**config.mk**
```make
export PLATFORM = sky130hd
export DESIGN_NAME = sensor_frame_crc_decode_unit_flat
export DESIGN_NICKNAME = d
export VERILOG_FILES = /design/src/rtl/sfcd_pkg.sv /design/src/rtl/sfcd_if.sv /design/src/rtl/sfcd_lane.sv /design/src/rtl/sfcd_merge.sv /design/src/rtl/sensor_frame_crc_decode_unit.sv /design/src/flat_wrapper.sv
export SDC_FILE = /design/constraint.sdc
export NUM_CORES = 1
export LEC_CHECK = 0
export BUFFER_PORTS_ARGS = -buffer_cell sky130_fd_sc_hd__buf_2
export CORE_AREA = 10 10 166 168
export CTS_CLUSTER_DIAMETER = 30
export DETAILED_ROUTE_END_ITERATION = 8
export DIE_AREA = 0 0 176 178
export GPL_TIMING_DRIVEN = 0
export PLACE_DENSITY = 0.8
export SYNTH_ARGS = -nofsm -noshare
export SYNTH_HDL_FRONTEND = slang
export SYNTH_SLANG_ARGS = --single-unit
```
**constraint.sdc**
```tcl
create_clock -name clock -period 7.51 [get_ports clock]
set_input_delay 0.3755 -clock clock [delete_from_list [all_inputs] [get_ports clock]]
set_output_delay 0.3755 -clock clock [all_outputs]
set_load 0.02 [all_outputs]
```
**src/rtl/sfcd_pkg.sv**
```systemverilog
// ----------------------------------------------------------------------------
// Sensor frame CRC decode package
// Shared widths, constants, the CRC-8 byte step and the inter-module structs.
// ----------------------------------------------------------------------------
package sfcd_pkg;

   localparam int BYTE_W  = 8;
   localparam int RAW_W   = 16;
   localparam int SPAN_W  = 15;
   localparam int PROD_W  = RAW_W + SPAN_W;
   localparam int SUM_W   = PROD_W + 1;
   localparam int QUOT_W  = 15;
   localparam int TEMP_W  = 15;
   localparam int HUM_W   = 14;

   localparam logic [BYTE_W-1:0] CRC_POLY = 8'h31;
   localparam logic [BYTE_W-1:0] CRC_INIT = 8'hFF;

   // full-scale spans in hundredths
   localparam logic [SPAN_W-1:0] TEMP_SPAN   = 15'd17500;
   localparam logic [SPAN_W-1:0] HUM_SPAN    = 15'd10000;
   localparam logic [TEMP_W-1:0] TEMP_OFFSET = 15'd4500;

   // per-lane result handed to the merge stage
   typedef struct packed {
      logic              match;
      logic [QUOT_W-1:0] quot;
   } lane_res_type;

   // pipeline advance strobes, one per stage
   typedef struct packed {
      logic adv_s1;
      logic adv_s2;
      logic adv_s3;
   } stage_ctl_type;

   // One byte of CRC-8, MSB first, no reflection
   function automatic logic [BYTE_W-1:0] crc8_byte(input logic [BYTE_W-1:0] crc_in,
                                                    input logic [BYTE_W-1:0] data);
      logic [BYTE_W-1:0] c;
      c = crc_in ^ data;
      for (int k = 0; k < BYTE_W; k++) begin
         if (c[BYTE_W-1]) begin
            c = {c[BYTE_W-2:0], 1'b0} ^ CRC_POLY;
         end else begin
            c = {c[BYTE_W-2:0], 1'b0};
         end
      end
      return c;
   endfunction

endpackage

```
**src/rtl/sfcd_if.sv**
```systemverilog
// ----------------------------------------------------------------------------
// Sensor frame CRC decode channel interfaces
// Valid/ready channels for the reply frame and for the decoded result.
// ----------------------------------------------------------------------------
interface sfcd_req_if import sfcd_pkg::*; ();
   logic              valid;
   logic              ready;
   logic [BYTE_W-1:0] temp_msb;
   logic [BYTE_W-1:0] temp_lsb;
   logic [BYTE_W-1:0] temp_check;
   logic [BYTE_W-1:0] hum_msb;
   logic [BYTE_W-1:0] hum_lsb;
   logic [BYTE_W-1:0] hum_check;
   logic              temp_only;

   modport source (output valid, temp_msb, temp_lsb, temp_check,
                   hum_msb, hum_lsb, hum_check, temp_only,
                   input ready);
   modport sink   (input valid, temp_msb, temp_lsb, temp_check,
                   hum_msb, hum_lsb, hum_check, temp_only,
                   output ready);
endinterface

interface sfcd_rsp_if import sfcd_pkg::*; ();
   logic                     valid;
   logic                     ready;
   logic                     frame_ok;
   logic signed [TEMP_W-1:0] temp_centi;
   logic        [HUM_W-1:0]  hum_centi;

   modport source (output valid, frame_ok, temp_centi, hum_centi, input ready);
   modport sink   (input valid, frame_ok, temp_centi, hum_centi, output ready);
endinterface

```
**src/rtl/sfcd_lane.sv**
```systemverilog
// ----------------------------------------------------------------------------
// Sensor frame CRC decode lane
// Checks one word against its CRC-8 byte and scales it by span/65535.
// Two stages: first CRC byte and multiply, then second CRC byte and divide.
// ----------------------------------------------------------------------------
module sfcd_lane import sfcd_pkg::*; (
   input  logic              clock,
   input  stage_ctl_type     ctl,
   input  logic [BYTE_W-1:0] msb,
   input  logic [BYTE_W-1:0] lsb,
   input  logic [BYTE_W-1:0] check,
   input  logic [SPAN_W-1:0] span,
   output lane_res_type      res
);

   logic [BYTE_W-1:0] crc1_ff, crc1_in;
   logic [BYTE_W-1:0] lsb_ff;
   logic [BYTE_W-1:0] check_ff;
   logic [PROD_W-1:0] prod_ff, prod_in;
   lane_res_type      res_ff, res_in;
   logic [SUM_W-1:0]  sum;

   // Stage 1: high byte through the CRC, raw word times span
   always_comb begin
      crc1_in = crc8_byte(CRC_INIT, msb);
      prod_in = PROD_W'({msb, lsb}) * PROD_W'(span);
   end

   always_ff @(posedge clock) begin
      if (ctl.adv_s1) begin
         crc1_ff  <= crc1_in;
         lsb_ff   <= lsb;
         check_ff <= check;
         prod_ff  <= prod_in;
      end
   end

   // Stage 2: low byte through the CRC; floor(p/65535) = (p + (p>>16) + 1) >> 16
   always_comb begin
      sum          = SUM_W'(prod_ff) + SUM_W'(prod_ff >> RAW_W) + SUM_W'(1);
      res_in.match = (crc8_byte(crc1_ff, lsb_ff) == check_ff);
      res_in.quot  = sum[RAW_W +: QUOT_W];
   end

   always_ff @(posedge clock) begin
      if (ctl.adv_s2) begin
         res_ff <= res_in;
      end
   end

   assign res = res_ff;

endmodule

```
**src/rtl/sfcd_merge.sv**
```systemverilog
// ----------------------------------------------------------------------------
// Sensor frame CRC decode merge stage
// Combines the lane checks into frame_ok and forms the output register.
// ----------------------------------------------------------------------------
module sfcd_merge import sfcd_pkg::*; (
   input  logic                     clock,
   input  stage_ctl_type            ctl,
   input  lane_res_type             temp_res,
   input  lane_res_type             hum_res,
   input  logic                     temp_only,
   output logic                     frame_ok,
   output logic signed [TEMP_W-1:0] temp_centi,
   output logic        [HUM_W-1:0]  hum_centi
);

   logic              ok_ff, ok_in;
   logic [TEMP_W-1:0] temp_ff, temp_in;
   logic [HUM_W-1:0]  hum_ff, hum_in;

   // Drop both values on a failed check; drop humidity in temperature-only mode
   always_comb begin
      ok_in   = temp_res.match && (temp_only || hum_res.match);
      temp_in = ok_in ? (TEMP_W'(temp_res.quot) - TEMP_OFFSET) : '0;
      hum_in  = (ok_in && !temp_only) ? hum_res.quot[HUM_W-1:0] : '0;
   end

   always_ff @(posedge clock) begin
      if (ctl.adv_s3) begin
         ok_ff   <= ok_in;
         temp_ff <= temp_in;
         hum_ff  <= hum_in;
      end
   end

   assign frame_ok   = ok_ff;
   assign temp_centi = signed'(temp_ff);
   assign hum_centi  = hum_ff;

endmodule

```
**src/rtl/sensor_frame_crc_decode_unit.sv**
```systemverilog
// ----------------------------------------------------------------------------
// Sensor frame CRC decode unit
// Checks the two CRC-8 bytes of a six-byte sensor reply frame and decodes
// temperature and humidity in hundredths.
//
//   channel   direction  handshake      payload
//   req_ch    in         valid/ready    temp/hum bytes, check bytes, temp_only
//   rsp_ch    out        valid/ready    frame_ok, temp_centi, hum_centi
//
// One frame per cycle sustained while the result channel is not stalled; the
// pipeline holds two lane stages and one merge/output stage. The temperature
// and humidity lanes run side by side; the lane multiplier and the
// divide-by-65535 add set the stage depth. Reset (synchronous, active high)
// empties the pipeline. A stalled result holds in the output register; each
// stage advances whenever the next one is empty or moving, so bubbles close up.
// ----------------------------------------------------------------------------
module sensor_frame_crc_decode_unit import sfcd_pkg::*; (
   input  logic       clock,
   input  logic       reset,
   sfcd_req_if.sink   req_ch,
   sfcd_rsp_if.source rsp_ch
);

   logic          v1_ff, v1_in;
   logic          v2_ff, v2_in;
   logic          v3_ff, v3_in;
   logic          only1_ff;
   logic          only2_ff;
   logic          rdy1, rdy2, rdy3;
   stage_ctl_type ctl;
   lane_res_type  temp_res;
   lane_res_type  hum_res;

   // Stage ready chain from the output back to the input
   always_comb begin
      rdy3       = !v3_ff || rsp_ch.ready;
      rdy2       = !v2_ff || rdy3;
      rdy1       = !v1_ff || rdy2;
      ctl.adv_s1 = req_ch.valid && rdy1;
      ctl.adv_s2 = v1_ff && rdy2;
      ctl.adv_s3 = v2_ff && rdy3;
      v1_in      = rdy1 ? req_ch.valid : v1_ff;
      v2_in      = rdy2 ? v1_ff : v2_ff;
      v3_in      = rdy3 ? v2_ff : v3_ff;
   end

   assign req_ch.ready = rdy1;

   // Advance stage valids
   always_ff @(posedge clock) begin
      if (reset) begin
         v1_ff <= 1'b0;
         v2_ff <= 1'b0;
         v3_ff <= 1'b0;
      end else begin
         v1_ff <= v1_in;
         v2_ff <= v2_in;
         v3_ff <= v3_in;
      end
   end

   // Carry the mode flag alongside the lanes
   always_ff @(posedge clock) begin
      if (ctl.adv_s1) begin
         only1_ff <= req_ch.temp_only;
      end
      if (ctl.adv_s2) begin
         only2_ff <= only1_ff;
      end
   end

   sfcd_lane u_temp_lane (
      .clock (clock),
      .ctl   (ctl),
      .msb   (req_ch.temp_msb),
      .lsb   (req_ch.temp_lsb),
      .check (req_ch.temp_check),
      .span  (TEMP_SPAN),
      .res   (temp_res)
   );

   sfcd_lane u_hum_lane (
      .clock (clock),
      .ctl   (ctl),
      .msb   (req_ch.hum_msb),
      .lsb   (req_ch.hum_lsb),
      .check (req_ch.hum_check),
      .span  (HUM_SPAN),
      .res   (hum_res)
   );

   sfcd_merge u_merge (
      .clock      (clock),
      .ctl        (ctl),
      .temp_res   (temp_res),
      .hum_res    (hum_res),
      .temp_only  (only2_ff),
      .frame_ok   (rsp_ch.frame_ok),
      .temp_centi (rsp_ch.temp_centi),
      .hum_centi  (rsp_ch.hum_centi)
   );

   assign rsp_ch.valid = v3_ff;

   // A failed frame carries zero values
   a_fail_zero : assert property (@(posedge clock) disable iff (reset)
      rsp_ch.valid && !rsp_ch.frame_ok |-> rsp_ch.temp_centi == 0 && rsp_ch.hum_centi == 0)
      else $error("failed frame with nonzero value");

   // Decoded values stay in range
   a_range : assert property (@(posedge clock) disable iff (reset)
      rsp_ch.valid |-> rsp_ch.temp_centi >= -15'sd4500 && rsp_ch.temp_centi <= 15'sd13000
                       && rsp_ch.hum_centi <= 14'd10000)
      else $error("decoded value out of range");

   // An accepted frame fills the first stage
   a_fill : assert property (@(posedge clock) disable iff (reset)
      req_ch.valid && req_ch.ready |=> v1_ff)
      else $error("accepted frame lost at stage 1");

   // A stalled result keeps the output stage full and its frame_ok unchanged
   a_hold : assert property (@(posedge clock) disable iff (reset)
      v3_ff && !rsp_ch.ready |=> v3_ff && $stable(rsp_ch.frame_ok))
      else $error("stalled result dropped");

   // The pipeline never refuses a frame while it has an empty stage 1
   a_ready : assert property (@(posedge clock) disable iff (reset)
      !v1_ff |-> req_ch.ready)
      else $error("input stalled with empty stage 1");

endmodule

```
**src/flat_wrapper.sv**
```systemverilog
// flat-port wrapper written by rule: the top's interface ports become plain ports
module sensor_frame_crc_decode_unit_flat import sfcd_pkg::*;
  (clock, reset, req_ch_valid, req_ch_temp_msb, req_ch_temp_lsb, req_ch_temp_check, req_ch_hum_msb, req_ch_hum_lsb, req_ch_hum_check, req_ch_temp_only, req_ch_ready, rsp_ch_valid, rsp_ch_frame_ok, rsp_ch_temp_centi, rsp_ch_hum_centi, rsp_ch_ready);
  sfcd_req_if req_ch_i ();
  sfcd_rsp_if rsp_ch_i ();
  input  logic clock;
  input  logic reset;
  input wire logic [$bits(req_ch_i.valid)-1:0] req_ch_valid;
  input wire logic [$bits(req_ch_i.temp_msb)-1:0] req_ch_temp_msb;
  input wire logic [$bits(req_ch_i.temp_lsb)-1:0] req_ch_temp_lsb;
  input wire logic [$bits(req_ch_i.temp_check)-1:0] req_ch_temp_check;
  input wire logic [$bits(req_ch_i.hum_msb)-1:0] req_ch_hum_msb;
  input wire logic [$bits(req_ch_i.hum_lsb)-1:0] req_ch_hum_lsb;
  input wire logic [$bits(req_ch_i.hum_check)-1:0] req_ch_hum_check;
  input wire logic [$bits(req_ch_i.temp_only)-1:0] req_ch_temp_only;
  output wire logic [$bits(req_ch_i.ready)-1:0] req_ch_ready;
  output wire logic [$bits(rsp_ch_i.valid)-1:0] rsp_ch_valid;
  output wire logic [$bits(rsp_ch_i.frame_ok)-1:0] rsp_ch_frame_ok;
  output wire logic [$bits(rsp_ch_i.temp_centi)-1:0] rsp_ch_temp_centi;
  output wire logic [$bits(rsp_ch_i.hum_centi)-1:0] rsp_ch_hum_centi;
  input wire logic [$bits(rsp_ch_i.ready)-1:0] rsp_ch_ready;
  assign req_ch_i.valid = req_ch_valid;
  assign req_ch_i.temp_msb = req_ch_temp_msb;
  assign req_ch_i.temp_lsb = req_ch_temp_lsb;
  assign req_ch_i.temp_check = req_ch_temp_check;
  assign req_ch_i.hum_msb = req_ch_hum_msb;
  assign req_ch_i.hum_lsb = req_ch_hum_lsb;
  assign req_ch_i.hum_check = req_ch_hum_check;
  assign req_ch_i.temp_only = req_ch_temp_only;
  assign req_ch_ready = req_ch_i.ready;
  assign rsp_ch_valid = rsp_ch_i.valid;
  assign rsp_ch_frame_ok = rsp_ch_i.frame_ok;
  assign rsp_ch_temp_centi = rsp_ch_i.temp_centi;
  assign rsp_ch_hum_centi = rsp_ch_i.hum_centi;
  assign rsp_ch_i.ready = rsp_ch_ready;
  sensor_frame_crc_decode_unit u_core (.clock(clock), .reset(reset), .req_ch(req_ch_i), .rsp_ch(rsp_ch_i));
endmodule
```
==> flow_summary.toml <==
[yosys]
synth_nets = 1568
yosysWarnings = 0
synthAdderAreaFrac = 0.2961
synth.distinct_cells = 69
netlist_instances = 1243
async_flop_share = 0
synth_area_sq_um = 13520
synth-seq-cells = 164
synth_seq_area_share = 0.3620
synth_top_family_by_area = "adder cells"
synth_edf_count = 161
synth-xor-area-share = 0.08356
yosysTopAreaCell = "edfxtp_1"
avgSynthCellArea_sq_um = 10.88
synthFlopType = "edfxtp_1"
synth_area_leaders = "edfxtp_1, ha_1, fa_1"
synth_compound_area_frac = 0.1063
yosys-mux-area-fraction = 0.0007403
synth_top_area_frac = 0.3576
synthSimpleGateAreaFrac = 0.08366

[die]
fp.dieW_microns = 176
dieArea_sq_um = 31330
io_pins = 85
dieHeight_microns = 178
core_area_sq_um = 24110
initial_utilization = 0.5609
row_count = 57

[power_and_ir_drop]
power_uw = 5193
p_leak_uw = 0.006855
powerDensity_nw_per_um2 = 346.6
ir_worst_vdd_v = 0.0001738

[setup_path]
critical_path_class = "input port to flip-flop"
cp-end-kind = "flip-flop"
crit_required_ns = 7.64
startpoint_type = "input port"
cp_max_fo = 7
critPathArrivalTime_ns = 4.89

[timing]
layout_min_cycle_time_ns = 4.763
rsz0062_at_grt = "no"
worst_pin_slew_ns = 0.9653
fin_hold_ws_ns = 0.1126
final_hold_viol_count = 0
finalSetupViolCount = 0
skew_ns = 0.01116
relSlewSlack = 0.3565
fmax_mhz = 210.0
period_share = 0.6342
maxSlewViolCount = 0

[cts]
cts_buffer_depth = 2
clk_latency_ns = 0.43
cts_resized = 0
cts_buffers = 17
cts.reportedPaths.clkPinSlew_ns = 0.06
clockRootBuffer = "clkbuf_16"
tritoncts = "built"
cts.sinks = 164
cts_hold_buf = 0
cts_setup_buffers = 0
h-tree-depth = 4

[global_routing]
grt_usage = 0.1734
antenna_found_initial = 0
overflow = 0
grt_pass1_wl_microns = 43870
grt_pass1_vias = 9126
grt_max_degree = 33

[final_layout]
layout_commonest_cell = "inv_1"
layout-area-overhead-vs-synth_pct = 10.80
antenna_cells = 0
final_cell_mix = "inv_1, ha_1, edfxtp_1"
drive_above_1_share = 0.09618
nets = 1675
nFillCells = 1936

[routing]
drtIter0Drc = 493
routed_wl_microns = 25600
drc_errors = 0
first_pass_iters = 5
via_per_inst = 5.288
wl_per_cell_microns = 15.19
postRouteAntennaNets = 0
vias = 8915

[hold_path]
holdCritPathClass = "input port to flip-flop"

[outcome]
status = "finished, final reports clean"

[job]
drv_cap = 0

[place]
gp_congestion = 0.9087
io_buffers = 84
hpwl_microns = 21320
synth_stat cells, types with 2 or more instances:
library cell	n
a2111oi_0	2
a2111oi_1	2
a211o_1	2
a211oi_1	8
a211oi_2	2
a21boi_0	4
a21o_1	30
a21oi_1	54
a31o_2	3
a31oi_1	8
and2_1	22
and3_1	8
and4_1	4
clkbuf_1	7
clkbuf_8	2
dfxtp_1	3
edfxtp_1	161
fa_1	80
ha_1	192
inv_1	225
nand2_1	40
nand2b_1	3
nand3_1	23
nand4_1	8
nor2_1	71
nor2b_1	11
nor3_1	27
nor4_1	2
o2111ai_1	5
o211a_1	2
o211ai_1	9
o21a_1	13
o21ai_0	32
o21ai_1	2
o21bai_1	8
o221ai_1	3
o41ai_1	2
or3_1	4
or4b_1	2
xnor2_1	97
xor2_1	32
area by class of cell:
| type | count | area (sq um) | area share |
|---|---|---|---|
| sequential | 164 | 4895 | 0.3267 |
| tap | 324 | 405.4 | 0.02706 |
| multi-input combinational | 843 | 7741 | 0.5167 |
| clock inverter | 12 | 90.09 | 0.006014 |
| inverter | 225 | 844.6 | 0.05638 |
| buffer | 11 | 68.82 | 0.004594 |
| timing repair buffer | 88 | 503.0 | 0.03358 |
| clock buffer | 19 | 432.9 | 0.02890 |
registers in the layout, summed over array words and instances, names as in the netlist:
register / cells
u_core.u_temp_lane.prod_ff: 28
u_core.u_hum_lane.prod_ff: 22
u_core.u_temp_lane.res: 16
u_core.u_hum_lane.res: 15
u_core.u_merge.temp_centi: 15
u_core.u_merge.hum_centi: 14
u_core.u_hum_lane.check_ff: 8
u_core.u_hum_lane.crc1_ff: 8
u_core.u_hum_lane.lsb_ff: 8
u_core.u_temp_lane.check_ff: 8
u_core.u_temp_lane.crc1_ff: 8
u_core.u_temp_lane.lsb_ff: 8
u_core.only1_ff: 1
u_core.only2_ff: 1
u_core.rsp_ch.valid: 1
u_core.u_merge.frame_ok: 1
u_core.v1_ff: 1
u_core.v2_ff: 1
metrics by stage:
stage / util / cells / setup WS [ns] / area [sq um] / setup TNS, ns
after floorplan: - / 1243 / 1.172 / 13520 / 0
after global placement: 0.5951 / 1651 / -0.7278 / 14350 / -70.45
after detailed placement: 0.5998 / 1655 / 2.382 / 14460 / 0
after CTS: 0.6215 / 1686 / 2.819 / 14980 / 0
after global routing: 0.6215 / 1686 / 2.527 / 14980 / 0
final: 0.6215 / 1686 / 2.747 / 14980 / 0
path summary, 6_finish.rpt:
check / startpoint / endpoint / slack, ns / cells past startpoint
setup / recovery: req_ch_temp_msb[2] / u_core.u_temp_lane.prod_ff[20] / 2.75 / 18
hold / removal: req_ch_temp_check[3] / u_core.u_temp_lane.check_ff[3] / 0.11 / 1
setup reg to reg: u_core.u_temp_lane.prod_ff[25] / u_core.u_temp_lane.res[14] / 4.72 / 9
hold reg to reg: u_core.only1_ff / u_core.only2_ff / 0.45 / 0
where the power goes:
part           leakage [uW]  total (uW)  internal (uW)  switching (uW)
logic               0.00504        2940           1240            1700
registers           0.00156        1490           1350             140
clock network      0.000257         763            446             317
critical path, cell delays in order:
cell	delay, ns
buf_2	0.17
ha_1	0.29
inv_1	0.05
fa_1	0.49
inv_1	0.04
ha_1	0.30
fa_1	0.48
inv_1	0.05
fa_1	0.54
inv_1	0.05
ha_1	0.26
clkbuf_1	0.26
nand3_1	0.12
a211oi_1	0.25
o21ai_2	0.13
a31oi_1	0.24
o21ai_0	0.14
o311ai_0	0.65
cells by family (layout without fill, tap and decap cells):
logic type | after synthesis | count (layout)
muxes | 1 | 1
and+or+nand+nor | 231 | 231
xor gates and xnor gates | 129 | 129
buffers and inverters | 236 | 355
adders and majority gates | 272 | 272
DFF | 164 | 164
AOI/OAI and AO/OA | 210 | 210
metal layers:
metal,up-vias,global-route usage,part of all wire
met5,-,0,0
met4,0,0.05016,0.013
met3,23,0.03087,0.047
met2,165,0.2956,0.49
met1,4213,0.2220,0.45
li1,4514,-,-
Power figures use the tool's default switching activity.
